File: config.mk
export PLATFORM = sky130hd
export DESIGN_NAME = utf8_char_segmenter_top
export DESIGN_NICKNAME = d
export VERILOG_FILES = /design/src/rtl/utf8s_pkg.sv /design/src/rtl/utf8s_core.sv /design/src/rtl/utf8s_outq.sv /design/src/rtl/utf8_char_segmenter_top.sv
export SDC_FILE = /design/constraint.sdc
export NUM_CORES = 1
export LEC_CHECK = 0
export BUFFER_PORTS_ARGS = -buffer_cell sky130_fd_sc_hd__buf_2
export CAP_MARGIN = 20
export CORE_MARGIN = 2
export CORE_UTILIZATION = 52
export DETAILED_ROUTE_END_ITERATION = 6
export PLACE_DENSITY = 0.69
export SYNTH_ARGS = -nofsm -noshare
export SYNTH_HDL_FRONTEND = slang
export SYNTH_SLANG_ARGS = --single-unit
File: constraint.sdc
create_clock -name clk -period 5.49 [get_ports clk]
set_input_delay 0.2745 -clock clk [delete_from_list [all_inputs] [get_ports clk]]
set_output_delay 0.2745 -clock clk [all_outputs]
set_load 0.01 [all_outputs]
File: src/rtl/utf8s_pkg.sv
package utf8s_pkg;

  localparam logic [7:0] BYTE_CR    = 8'h0d;
  localparam logic [7:0] BYTE_LF    = 8'h0a;
  localparam logic [7:0] BYTE_SPACE = 8'h20;
  localparam logic [7:0] LEAD2_LO   = 8'hc2;
  localparam logic [7:0] LEAD2_HI   = 8'hdf;
  localparam logic [7:0] LEAD3_LO   = 8'he0;
  localparam logic [7:0] LEAD3_HI   = 8'hef;
  localparam logic [7:0] LEAD4_LO   = 8'hf0;
  localparam logic [7:0] LEAD4_HI   = 8'hf4;
  localparam logic [7:0] BAD_LO     = 8'h80;
  localparam logic [7:0] BAD_HI     = 8'hc1;
  localparam logic [7:0] BAD_TOP    = 8'hf5;

  localparam int unsigned QUEUE_DEPTH = 4;
  localparam int unsigned QUEUE_AW    = $clog2(QUEUE_DEPTH);

  typedef struct packed {
    logic [31:0] char_bytes;
    logic [2:0]  char_length;
    logic        valid_lead;
    logic        end_of_line;
    logic        is_blank;
    logic        truncated;
    logic [31:0] char_index;
    logic        stream_done;
    logic        last_of_run;
  } res_t;

  // Results produced by one accepted byte, in order.
  typedef struct packed {
    logic [1:0] count;
    res_t       first;
    res_t       second;
  } push_t;

  function automatic logic [2:0] lead_len(input logic [7:0] b);
    logic [2:0] len;
    len = 3'd1;
    if (b >= LEAD2_LO && b <= LEAD2_HI) len = 3'd2;
    else if (b >= LEAD3_LO && b <= LEAD3_HI) len = 3'd3;
    else if (b >= LEAD4_LO && b <= LEAD4_HI) len = 3'd4;
    return len;
  endfunction

  function automatic logic lead_ok(input logic [7:0] b);
    return !((b >= BAD_LO && b <= BAD_HI) || b >= BAD_TOP);
  endfunction

  function automatic res_t make_res(input logic [31:0] bytes, input logic [2:0] len,
                                    input logic trunc, input logic done,
                                    input logic [31:0] idx, input logic last);
    res_t r;
    r.char_bytes  = bytes;
    r.char_length = len;
    r.valid_lead  = lead_ok(bytes[7:0]);
    r.end_of_line = (bytes[7:0] == BYTE_CR) &&
                    (len == 3'd1 || (len == 3'd2 && bytes[15:8] == BYTE_LF));
    r.is_blank    = (bytes[7:0] == BYTE_SPACE) && (len == 3'd1);
    r.truncated   = trunc;
    r.char_index  = idx;
    r.stream_done = done;
    r.last_of_run = last;
    return r;
  endfunction

endpackage

File: src/rtl/utf8s_core.sv
module utf8s_core (
  input  logic                 clk,
  input  logic                 rst,
  input  logic                 accept,
  input  logic [7:0]           byte_value,
  input  logic                 end_of_stream,
  output utf8s_pkg::push_t     push
);
  import utf8s_pkg::*;

  logic [23:0] collected_bytes, collected_bytes_next;
  logic [1:0]  collected_count, collected_count_next;
  logic [2:0]  expected_length, expected_length_next;
  logic        cr_waiting, cr_waiting_next;
  logic [31:0] char_counter, char_counter_next;

  logic        lead_emit, lead_hold_cr, lead_collect;
  logic [31:0] lead_bytes;
  logic [2:0]  lead_length;
  logic        lead_trunc;
  logic [2:0]  len_of_byte;

  logic [1:0]  n;
  logic [31:0] f_bytes, s_bytes;
  logic [2:0]  f_len, s_len;
  logic        f_trunc, s_trunc, f_done, s_done;
  logic [2:0]  cnt_inc;
  logic [31:0] merged;

  assign len_of_byte = lead_len(byte_value);

  // Outcome of taking the current byte as a lead byte.
  always_comb begin
    lead_emit    = 1'b0;
    lead_hold_cr = 1'b0;
    lead_collect = 1'b0;
    lead_bytes   = {24'd0, byte_value};
    lead_length  = len_of_byte;
    lead_trunc   = 1'b0;
    if (byte_value == BYTE_CR) begin
      lead_length = 3'd1;
      if (end_of_stream) lead_emit = 1'b1;
      else lead_hold_cr = 1'b1;
    end else if (len_of_byte == 3'd1) begin
      lead_emit = 1'b1;
    end else if (end_of_stream) begin
      lead_emit  = 1'b1;
      lead_trunc = 1'b1;
    end else begin
      lead_collect = 1'b1;
    end
  end

  always_comb begin
    n       = 2'd0;
    f_bytes = lead_bytes;
    f_len   = lead_length;
    f_trunc = lead_trunc;
    f_done  = end_of_stream;
    s_bytes = lead_bytes;
    s_len   = lead_length;
    s_trunc = lead_trunc;
    s_done  = end_of_stream;
    cnt_inc = {1'b0, collected_count} + 3'd1;
    merged  = {8'd0, collected_bytes} | ({24'd0, byte_value} << {collected_count, 3'b000});

    collected_bytes_next = collected_bytes;
    collected_count_next = collected_count;
    expected_length_next = expected_length;
    cr_waiting_next      = cr_waiting;
    char_counter_next    = char_counter;

    if (cr_waiting) begin
      cr_waiting_next = 1'b0;
      n = 2'd1;
      if (byte_value == BYTE_LF) begin
        f_bytes = {16'd0, BYTE_LF, BYTE_CR};
        f_len   = 3'd2;
        f_trunc = 1'b0;
      end else begin
        // The held CR stands alone; the new byte then starts a character.
        f_bytes = {24'd0, BYTE_CR};
        f_len   = 3'd1;
        f_trunc = 1'b0;
        f_done  = 1'b0;
        if (lead_emit) n = 2'd2;
        if (lead_hold_cr) cr_waiting_next = 1'b1;
        if (lead_collect) begin
          collected_bytes_next = {16'd0, byte_value};
          collected_count_next = 2'd1;
          expected_length_next = len_of_byte;
        end
      end
    end else if (collected_count != 2'd0) begin
      f_bytes = merged;
      f_len   = expected_length;
      if (cnt_inc >= expected_length) begin
        n       = 2'd1;
        f_trunc = 1'b0;
        collected_bytes_next = 24'd0;
        collected_count_next = 2'd0;
        expected_length_next = 3'd1;
      end else if (end_of_stream) begin
        n       = 2'd1;
        f_trunc = 1'b1;
        collected_bytes_next = 24'd0;
        collected_count_next = 2'd0;
        expected_length_next = 3'd1;
      end else begin
        collected_bytes_next = merged[23:0];
        collected_count_next = cnt_inc[1:0];
      end
    end else begin
      if (lead_emit) n = 2'd1;
      if (lead_hold_cr) cr_waiting_next = 1'b1;
      if (lead_collect) begin
        collected_bytes_next = {16'd0, byte_value};
        collected_count_next = 2'd1;
        expected_length_next = len_of_byte;
      end
    end

    char_counter_next = char_counter + {30'd0, n};

    // The end of a stream returns everything to its reset value.
    if (end_of_stream) begin
      collected_bytes_next = 24'd0;
      collected_count_next = 2'd0;
      expected_length_next = 3'd1;
      cr_waiting_next      = 1'b0;
      char_counter_next    = 32'd0;
    end
  end

  always_comb begin
    push.count  = accept ? n : 2'd0;
    push.first  = make_res(f_bytes, f_len, f_trunc, f_done, char_counter, n == 2'd1);
    push.second = make_res(s_bytes, s_len, s_trunc, s_done, char_counter + 32'd1, 1'b1);
  end

  always_ff @(posedge clk) begin
    if (rst) begin
      collected_bytes <= 24'd0;
      collected_count <= 2'd0;
      expected_length <= 3'd1;
      cr_waiting      <= 1'b0;
      char_counter    <= 32'd0;
    end else if (accept) begin
      collected_bytes <= collected_bytes_next;
      collected_count <= collected_count_next;
      expected_length <= expected_length_next;
      cr_waiting      <= cr_waiting_next;
      char_counter    <= char_counter_next;
    end
  end

endmodule

File: src/rtl/utf8s_outq.sv
module utf8s_outq (
  input  logic               clk,
  input  logic               rst,
  input  utf8s_pkg::push_t   push,
  input  logic               pop,
  output logic               has_room,
  output logic               head_valid,
  output utf8s_pkg::res_t    head
);
  import utf8s_pkg::*;

  res_t                entries [QUEUE_DEPTH];
  logic [QUEUE_AW-1:0] wr_ptr, rd_ptr;
  logic [QUEUE_AW:0]   count;
  logic [QUEUE_AW:0]   count_after_pop;
  logic [QUEUE_AW-1:0] wr_ptr_plus1;

  assign head_valid      = (count != '0);
  assign head            = entries[rd_ptr];
  assign count_after_pop = count - {{QUEUE_AW{1'b0}}, pop};
  // One byte can yield two results, so a transaction needs two free slots.
  assign has_room        = (count_after_pop <= (QUEUE_AW + 1)'(QUEUE_DEPTH - 2));
  assign wr_ptr_plus1    = wr_ptr + 1'b1;

  always_ff @(posedge clk) begin
    if (push.count != 2'd0) entries[wr_ptr] <= push.first;
    if (push.count == 2'd2) entries[wr_ptr_plus1] <= push.second;
  end

  always_ff @(posedge clk) begin
    if (rst) begin
      wr_ptr <= '0;
      rd_ptr <= '0;
      count  <= '0;
    end else begin
      wr_ptr <= wr_ptr + QUEUE_AW'(push.count);
      rd_ptr <= rd_ptr + {{(QUEUE_AW-1){1'b0}}, pop};
      count  <= count_after_pop + (QUEUE_AW + 1)'(push.count);
    end
  end

endmodule

File: src/rtl/utf8_char_segmenter_top.sv
// A result is registered in the result queue and offered from the queue's head.
// Throughput: one byte per cycle while the queue has room for two results; a byte
// yielding two results (a held CR, then a non-LF byte emitted at once) queues both.
// The four-entry result queue lets input continue while a result waits.
// Reset (rst, synchronous) empties the queue and clears all character state.
module utf8_char_segmenter_top (
  input  logic        clk,
  input  logic        rst,
  input  logic        in_valid,
  output logic        in_ready,
  input  logic [7:0]  byte_value,
  input  logic        end_of_stream,
  output logic        out_valid,
  input  logic        out_ready,
  output logic [31:0] char_bytes,
  output logic [2:0]  char_length,
  output logic        valid_lead,
  output logic        end_of_line,
  output logic        is_blank,
  output logic        truncated,
  output logic [31:0] char_index,
  output logic        stream_done,
  output logic        last_of_run
);
  import utf8s_pkg::*;

  push_t push;
  res_t  head;
  logic  accept, pop;

  assign accept = in_valid && in_ready;
  assign pop    = out_valid && out_ready;

  utf8s_core u_core (
    .clk           (clk),
    .rst           (rst),
    .accept        (accept),
    .byte_value    (byte_value),
    .end_of_stream (end_of_stream),
    .push          (push)
  );

  utf8s_outq u_outq (
    .clk        (clk),
    .rst        (rst),
    .push       (push),
    .pop        (pop),
    .has_room   (in_ready),
    .head_valid (out_valid),
    .head       (head)
  );

  assign char_bytes  = head.char_bytes;
  assign char_length = head.char_length;
  assign valid_lead  = head.valid_lead;
  assign end_of_line = head.end_of_line;
  assign is_blank    = head.is_blank;
  assign truncated   = head.truncated;
  assign char_index  = head.char_index;
  assign stream_done = head.stream_done;
  assign last_of_run = head.last_of_run;

endmodule

Yosys cells after proc, flatten, opt, wreduce, memory -nomap -nowiden

Memories as Yosys holds them, arrays and structs flattened. A register that Yosys moved wholly into a read port is not among the register bits.
Index checks and enable logic that the tools add are counted.

Register bits after elaboration: 69
RAM bits: 292
Input bits: 13
Output and inout bits: 75
Word-level logic and storage cells: 131
Memories kept: 1

$add $sub $neg: 8
Order comparisons: 14
Equal/unequal tests: 14
Shifts and indexed selects: 1
Muxes and demuxes: 62
Bitwise gates (word level): 1
Reduce and logical (&&, ||, !) cells: 22

Memories:

| name           | depth | bits a word | rd ports | clocked after Yosys merged registers in | write ports | RTL line         | RTL |
|---|---|---|---|---|---|---|---|
| u_outq.entries | 4     | 73          | 1        | 1                                       | 2           | utf8s_outq.sv:12 | `res_t entries [QUEUE_DEPTH];` |

Operator list:

| operator              | count |
|---|---|
| $mux 24               | 6 |
| $mux 32               | 3 |
| $ge 8x8->1 const B    | 7 |
| $le 8x8->1 const B    | 5 |
| $mux 3                | 12 |
| $add 32x1->32 const B | 1 |
| $add 32x2->32         | 1 |
| $eq 8x4->1 const B    | 4 |
| $or 24x32->32         | 1 |
| $shl 8x5->32          | 1 |
| $mux 2                | 14 |
| $mux 1                | 26 |
| $eq 8x6->1 const B    | 2 |
| $logic_and 1x1->1     | 12 |
| $mux 12               | 1 |
| $eq 3x1->1 const B    | 3 |
| $ne 4x3->1 const B    | 1 |
| $reduce_bool 2->1     | 2 |
| $add 2x1->3 const B   | 1 |
| $add 3x2->3           | 1 |
| $eq 3x2->1 const B    | 1 |
| $ge 3x3->1            | 1 |
| $le 3x2->1 const B    | 1 |
| $logic_or 1x1->1      | 3 |
| 11 further kinds      | 12 |

Depth between registers and ports, before layout

Depth after elaboration: 15
Depth in mapped cells: 18

By module

A second synthesis with hierarchy kept.

Cell total of the unflattened synthesis: 1342
Area, all modules: 18993.2 µm²

Modules (own cells, without submodules):

| module                  | times used | cells each | area each (µm²) |
|---|---|---|---|
| utf8s_outq              | 1          | 751        | 14533.9 |
| utf8s_core              | 1          | 589        | 4446.8 |
| utf8_char_segmenter_top | 1          | 2          | 12.5 |

Worst setup path before layout

Ideal clock, no wire load.

Kind: flip-flop to flip-flop
Start: reg u_outq.count[2]
End: mem u_outq.entries[0][10] (netlist bit) (enable)
Library setup time: 0.583 ns
Arrival time: 3.589 ns
Data required time: 4.907 ns
Setup slack: 1.318 ns
Cell stages (with the launch flop): 12
Path buffers: 2
Clock period less this slack: 4.172 ns
Cells stage by stage: dfxtp_1 -> or3_1 -> and2_1 -> ha_1 -> ha_1 -> or2_2 -> and3_1 -> clkbuf_1 -> and3_1 -> nand3_1 -> clkbuf_1 -> nand2_1

RTL lines:

| what                   | RTL line         | RTL |
|---|---|---|
| start, declared        | utf8s_outq.sv:14 | `logic [QUEUE_AW:0] count;` |
| start signal, assigned | utf8s_outq.sv:38 | `count <= count_after_pop + (QUEUE_AW + 1)'(push.count);` |
| end, declared          | utf8s_outq.sv:12 |  |

Worst setup path after layout

Start: reg u_core.collected_count[0]
End: reg u_core.char_counter[20]

Longest elaborated chain between the ends: 7

Ends and longest elaborated chain:

| what                   | RTL line          | RTL |
|---|---|---|
| start, declared        | utf8s_core.sv:12  | `logic [1:0] collected_count, collected_count_next;` |
| start signal, assigned | utf8s_core.sv:150 | `collected_count <= collected_count_next;` |
| $add 2x1->3            | utf8s_core.sv:64  | `cnt_inc = {1'b0, collected_count} + 3'd1;` |
| $ge 3x3->1             | utf8s_core.sv:97  | `if (cnt_inc >= expected_length) begin` |
| $mux 2                 | utf8s_core.sv:97  |  |
| $mux 2 (*)             | utf8s_core.sv:94  | `end else if (collected_count != 2'd0) begin` |
| $mux 2 (*)             | utf8s_core.sv:73  | `if (cr_waiting) begin` |
| $add 32x2->32 (*)      | utf8s_core.sv:123 | `char_counter_next = char_counter + {30'd0, n};` |
| $mux 32 (*)            | utf8s_core.sv:126 | `if (end_of_stream) begin` |
| end signal, assigned   | utf8s_core.sv:153 | `char_counter <= char_counter_next;` |
| end, declared          | utf8s_core.sv:15  | `logic [31:0] char_counter, char_counter_next;` |

Mark *: on every way between the ends. The rest lies on a longest branch, timed or not.
A chain may end at the register's enable or synchronous reset.

==> results by stage <==
Status:
- The flow ran to the end, and the final reports show no timing, DRC or antenna violations.

Timing:
- The count of endpoints failing hold in the final timing report is 0.
- For the pin with the worst max-slew slack, the measured transition is 1200 ps.
- On the final layout, the worst clock skew is 19.0 ps.
- The final-layout setup total negative slack is 0 ps.
- The worst path uses 78.7% of the clock period.
- The routed design could run at a clock period as short as 4320 ps.
- Measured against its own limit, the worst slew margin works out to 19.5%.
- Setup violations remaining at the end of the flow were counted as 0.
- The highest achievable clock rate is 231 MHz.
- The final count of pins violating max slew came to 0.
- Setup repair after global routing left no endpoint under its margin.

Floorplan:
- The initial utilization of the core area, before any placement, comes to 52.3%.
- The I/O pin count is 88.
- The die outline height is 190 um.
- The site row count is 68.
- The core outline area is 34300 um2.
- The die width is 190 um.
- The floorplan die area is 36000 um2.

Global routing:
- The number of antenna violations at the first check in global routing is 0.
- The global-route usage over all layers is 28.8%.
- Entering global routing, the biggest net connects 63 pins.
- The global-route wire length before repair is 81000 um.
- The via count of the first global-routing pass is 14234.
- The overall overflow remaining after global route is 0.

Drt:
- The total length of routed met3 wires is 4250 um.
- The final layout contains routed wiring with a total length of 51800 um.
- The first detailed-routing pass ran for 5 iterations.
- The remaining design rule violation count is 0.
- In the final routing, the length of wire on met1 measures 20700 um.
- The routed design uses 24900 um of met2 wire.
- After detailed routing, the average wire length per cell comes to 22.9 um.
- The initial DRC count is 1459.
- The number of routed nets with antenna violations is 0.
- Routed signal wires occupy layers up through met4.
- The final route contains 14470 vias.
- In the routed layout, each cell is associated on average with a via count of 6.41.

Pwr:
- The fraction of power spent switching nets is 32.1%.
- The worst-case IR drop observed on VDD is 0.239 mV.
- Of the total power, the clock network draws 31.8%.
- Internal power comes to 5.63 mW.
- The portion of total power attributed to sequential cells is 41.6%.
- Dividing total power by cell area gives a power density of 416 nW/um2.
- The power spent charging and discharging nets is 2.67 mW.
- The share of total power dissipated in combinational logic is 26.7%.
- The leakage power is 6.72 nW.

Clock network:
- The TritonCTS sink count is 361.
- The TritonCTS clock tree is built.
- TritonCTS created 39 clock buffers.
- The level count of the clock H-tree is 2.
- The CTS clock-pin slew for the worst setup and hold paths is 60 ps.
- The setup fix buffers added after clock tree synthesis is 0.
- The tree is rooted in a sky130_fd_sc_hd__clkbuf_16.
- In this run, post-CTS hold repair placed 0 buffers.
- The clock latency on the worst-skew pair is 540 ps.
- The buffer levels on the longest clock path is 3.
- Once the clock tree was built, the resizer swapped 0 gates to a different size.

Critical path:
- The endpoint type of the worst setup path is a flop.
- On the critical path, the stage with the largest delay is an instance of sky130_fd_sc_hd__a211oi_4.
- The setup check on the worst reg-to-reg path leaves a slack of 1170 ps.
- The worst setup path is launched from a flop.
- STA puts the critical path data arrival time at 4750 ps.
- Grouping stages by cell kind, the critical path spends the most delay in adder cells.
- On the worst path, the slowest cell contributes a delay of 550 ps.
- The required time reported for the critical path endpoint is 5920 ps.
- The maximum net fanout on the critical path is 11.
- The number of buffer and inverter stages on the critical path is 3.
- The critical path goes through inv_1 -> ha_1 -> ha_1 -> nand2_1 -> o211a_1 -> a211oi_4 -> o21ai_1 -> inv_1 -> ha_1 -> inv_1 -> fa_1 -> nor2_1 -> nor4b_4 -> nand4_1 -> xnor2_1 -> nor2_1.
- The critical path in this run is classified as flop to flop.

Placement:
- The congestion estimate from routability-driven global placement came to 0.920.
- The HPWL after detailed placement is 32600 um.
- The post-placement cell count is 2186.
- Input and output buffers added on the ports amount to 87.

Synth:
- The fraction of the yosys area taken by sequential cells is 51.0%.
- The number of register bits inferred by synthesis is 361.
- The post-synthesis net count is 1800.
- Of the post-synthesis cell area, the dominant cell type holds 32.1%.
- The number of unique standard cell types used by synthesis is 77.
- After synthesis, the share of flip-flops with an asynchronous set or reset is 0%.
- The most used flip-flop cell after synthesis is sky130_fd_sc_hd__edfxtp_1.
- In the synthesized netlist, the number of instances is 1772.
- After synthesis, the cell types taking the most area are sky130_fd_sc_hd__edfxtp_1, sky130_fd_sc_hd__dfxtp_1, sky130_fd_sc_hd__mux4_2, sky130_fd_sc_hd__nand2_1, sky130_fd_sc_hd__o21ai_0.
- The cell area that synthesis handed to floorplanning was 17900 um2.
- The average instance in the mapped netlist occupies 10.1 um2.
- The Yosys warning count is 0.
- The cell type with the highest aggregate area in the netlist is sky130_fd_sc_hd__edfxtp_1.
- The number of enable flip-flop cells after synthesis is 192.

Final layout:
- The multi-input logic area is 8050 um2.
- The finished layout holds 2258 standard cells, fillers aside.
- The number of antenna diodes in the final layout is 0.
- The number of nets in the final layout is 1802.
- Of the cells placed in the final design, the portion with a size suffix greater than 1 is 16.3%.
- The layout overhead on the synthesized area is 11.1%.
- After filler insertion, the fill cell instance count of the layout stands at 2841.
- The sequential cell area is 9160 um2.

Hold path:
- The worst hold path belongs to the class input port to flop.

Flow run:
- The max capacitance violation total is 0.
-- registers in the layout, summed over array words and instances (netlist names) --
| signal | flops |
|---|---|
| u_core.expected_length | 3 |
| u_outq.wr_ptr | 2 |
| u_outq.count | 3 |
| u_core.cr_waiting | 1 |
| u_core.collected_bytes | 24 |
| u_outq.entries | 292 |
| u_core.collected_count | 2 |
| u_outq.rd_ptr | 2 |
| u_core.char_counter | 32 |
-- synth_stat cells, types with 17 or more instances --
cell type	count
sky130_fd_sc_hd__a21oi_1	121
sky130_fd_sc_hd__nand4_1	21
sky130_fd_sc_hd__dfxtp_1	169
sky130_fd_sc_hd__nand3_1	63
sky130_fd_sc_hd__a22oi_1	17
sky130_fd_sc_hd__mux4_2	73
sky130_fd_sc_hd__buf_2	52
sky130_fd_sc_hd__o21ai_0	165
sky130_fd_sc_hd__nand2_1	300
sky130_fd_sc_hd__xor2_1	20
sky130_fd_sc_hd__edfxtp_1	192
sky130_fd_sc_hd__nor3_1	41
sky130_fd_sc_hd__clkbuf_1	78
sky130_fd_sc_hd__o22ai_1	34
sky130_fd_sc_hd__a22o_1	24
sky130_fd_sc_hd__xnor2_1	22
sky130_fd_sc_hd__inv_1	19
sky130_fd_sc_hd__nor2_1	128
sky130_fd_sc_hd__o2bb2ai_1	21
-- metal layers --
layer,track usage (%),up-vias
met1,37.4,7054
met5,0,-
met4,11.7,0
met3,4.41,134
li1,-,6512
met2,48.6,770
-- per-stage QoR --
step                      instance area, um2  setup WS [ps]  utilization, %  total power, mW  hold slack, ps
final                                  19900           1170            58.1             8.29             217
after global routing                   19900            861            58.1             8.62             239
after CTS                              19900           1170            58.0             8.31             197
after detailed placement               18600           1200            54.2             5.70             446
after global placement                 18600           1290            54.2             5.65             439
after floorplan                        17900           1320               -             4.86             431
-- logic make-up after synthesis --
family          count (synthesis)  share of synthesized area, %
fa+ha+maj                      15                          1.13
buf+inv                       182                          4.53
simple gates                  638                          16.3
flops                         361                          51.0
xor+xnor                       43                          2.14
mux                            76                          9.33
compound gates                457                          15.5
-- path summary, 6_finish.rpt --
| kind | startpoint | to | cells after the start |
|---|---|---|---|
| max reg2reg | u_core.collected_count[0]$_SDFFE_PP0P_ | u_core.char_counter[20]$_SDFFE_PP0P_ | 16 |
| min | out_ready | u_outq.rd_ptr[0]$_SDFF_PP0_ | 4 |
| max | u_core.collected_count[0]$_SDFFE_PP0P_ | u_core.char_counter[20]$_SDFFE_PP0P_ | 16 |
| min reg2reg | u_outq.entries[2][65]$_SDFFE_PP0N_ | u_outq.entries[2][65]$_SDFFE_PP0N_ | 2 |
-- worst reg2reg max path: cells and delay by family (launching register included) --
kind / cells / cell delay, ps
AO/OA/AOI/OAI: 3 / 1090
XOR/XNOR: 1 / 180
adder cells (fa/ha/maj): 4 / 1200
buffers and inverters: 3 / 310
flip-flops: 1 / 520
AND/OR/NAND/NOR: 5 / 930
-- area by class of cell --
class,instances,share of cell area [%]
Clock buffer,55,5.55
Clock inverter,15,0.930
Inverter,23,0.433
Multi-Input combinational cell,1229,40.4
Sequential cell,361,46.0
Tap cell,455,2.86
Timing Repair Buffer,120,3.82
-- cells in the final DEF, fill, tap and decap left out, types with 8 or more instances in the layout --
cell	netlist	routed
sky130_fd_sc_hd__edfxtp_1	192	192
sky130_fd_sc_hd__a21oi_1	121	121
sky130_fd_sc_hd__ha_1	13	13
sky130_fd_sc_hd__nor4_1	8	8
sky130_fd_sc_hd__o21ai_0	165	165
sky130_fd_sc_hd__clkbuf_1	78	8
sky130_fd_sc_hd__xnor2_1	22	22
sky130_fd_sc_hd__o2bb2ai_1	21	21
sky130_fd_sc_hd__buf_4	15	27
sky130_fd_sc_hd__nand3_1	63	61
sky130_fd_sc_hd__dfxtp_1	169	167
sky130_fd_sc_hd__nor2b_1	10	10
sky130_fd_sc_hd__xor2_1	20	20
sky130_fd_sc_hd__clkbuf_16	0	40
sky130_fd_sc_hd__a22oi_1	17	17
sky130_fd_sc_hd__mux4_2	73	73
sky130_fd_sc_hd__buf_2	52	87
sky130_fd_sc_hd__clkinv_1	4	8
sky130_fd_sc_hd__nor2_1	128	128
sky130_fd_sc_hd__nor3_1	41	38
sky130_fd_sc_hd__o22ai_1	34	34
sky130_fd_sc_hd__inv_1	19	19
sky130_fd_sc_hd__nand2_1	300	296
sky130_fd_sc_hd__and3_1	9	9
sky130_fd_sc_hd__o21a_1	10	8
sky130_fd_sc_hd__a22o_1	24	24
sky130_fd_sc_hd__nand4_1	21	21
-- power by group through the flow --
| stage | clock, mW | sequential [mW] | combinational, mW |
|---|---|---|---|
| 2_1_floorplan | 0 | 3.38 | 1.48 |
| 3_3_place_gp | 0 | 3.48 | 2.17 |
| 3_5_place_dp | 0 | 3.51 | 2.20 |
| 4_1_cts | 2.66 | 3.45 | 2.20 |
| 5_1_grt | 2.77 | 3.48 | 2.36 |
| 6_report | 2.63 | 3.45 | 2.21 |
Power figures use the tool's default switching activity.
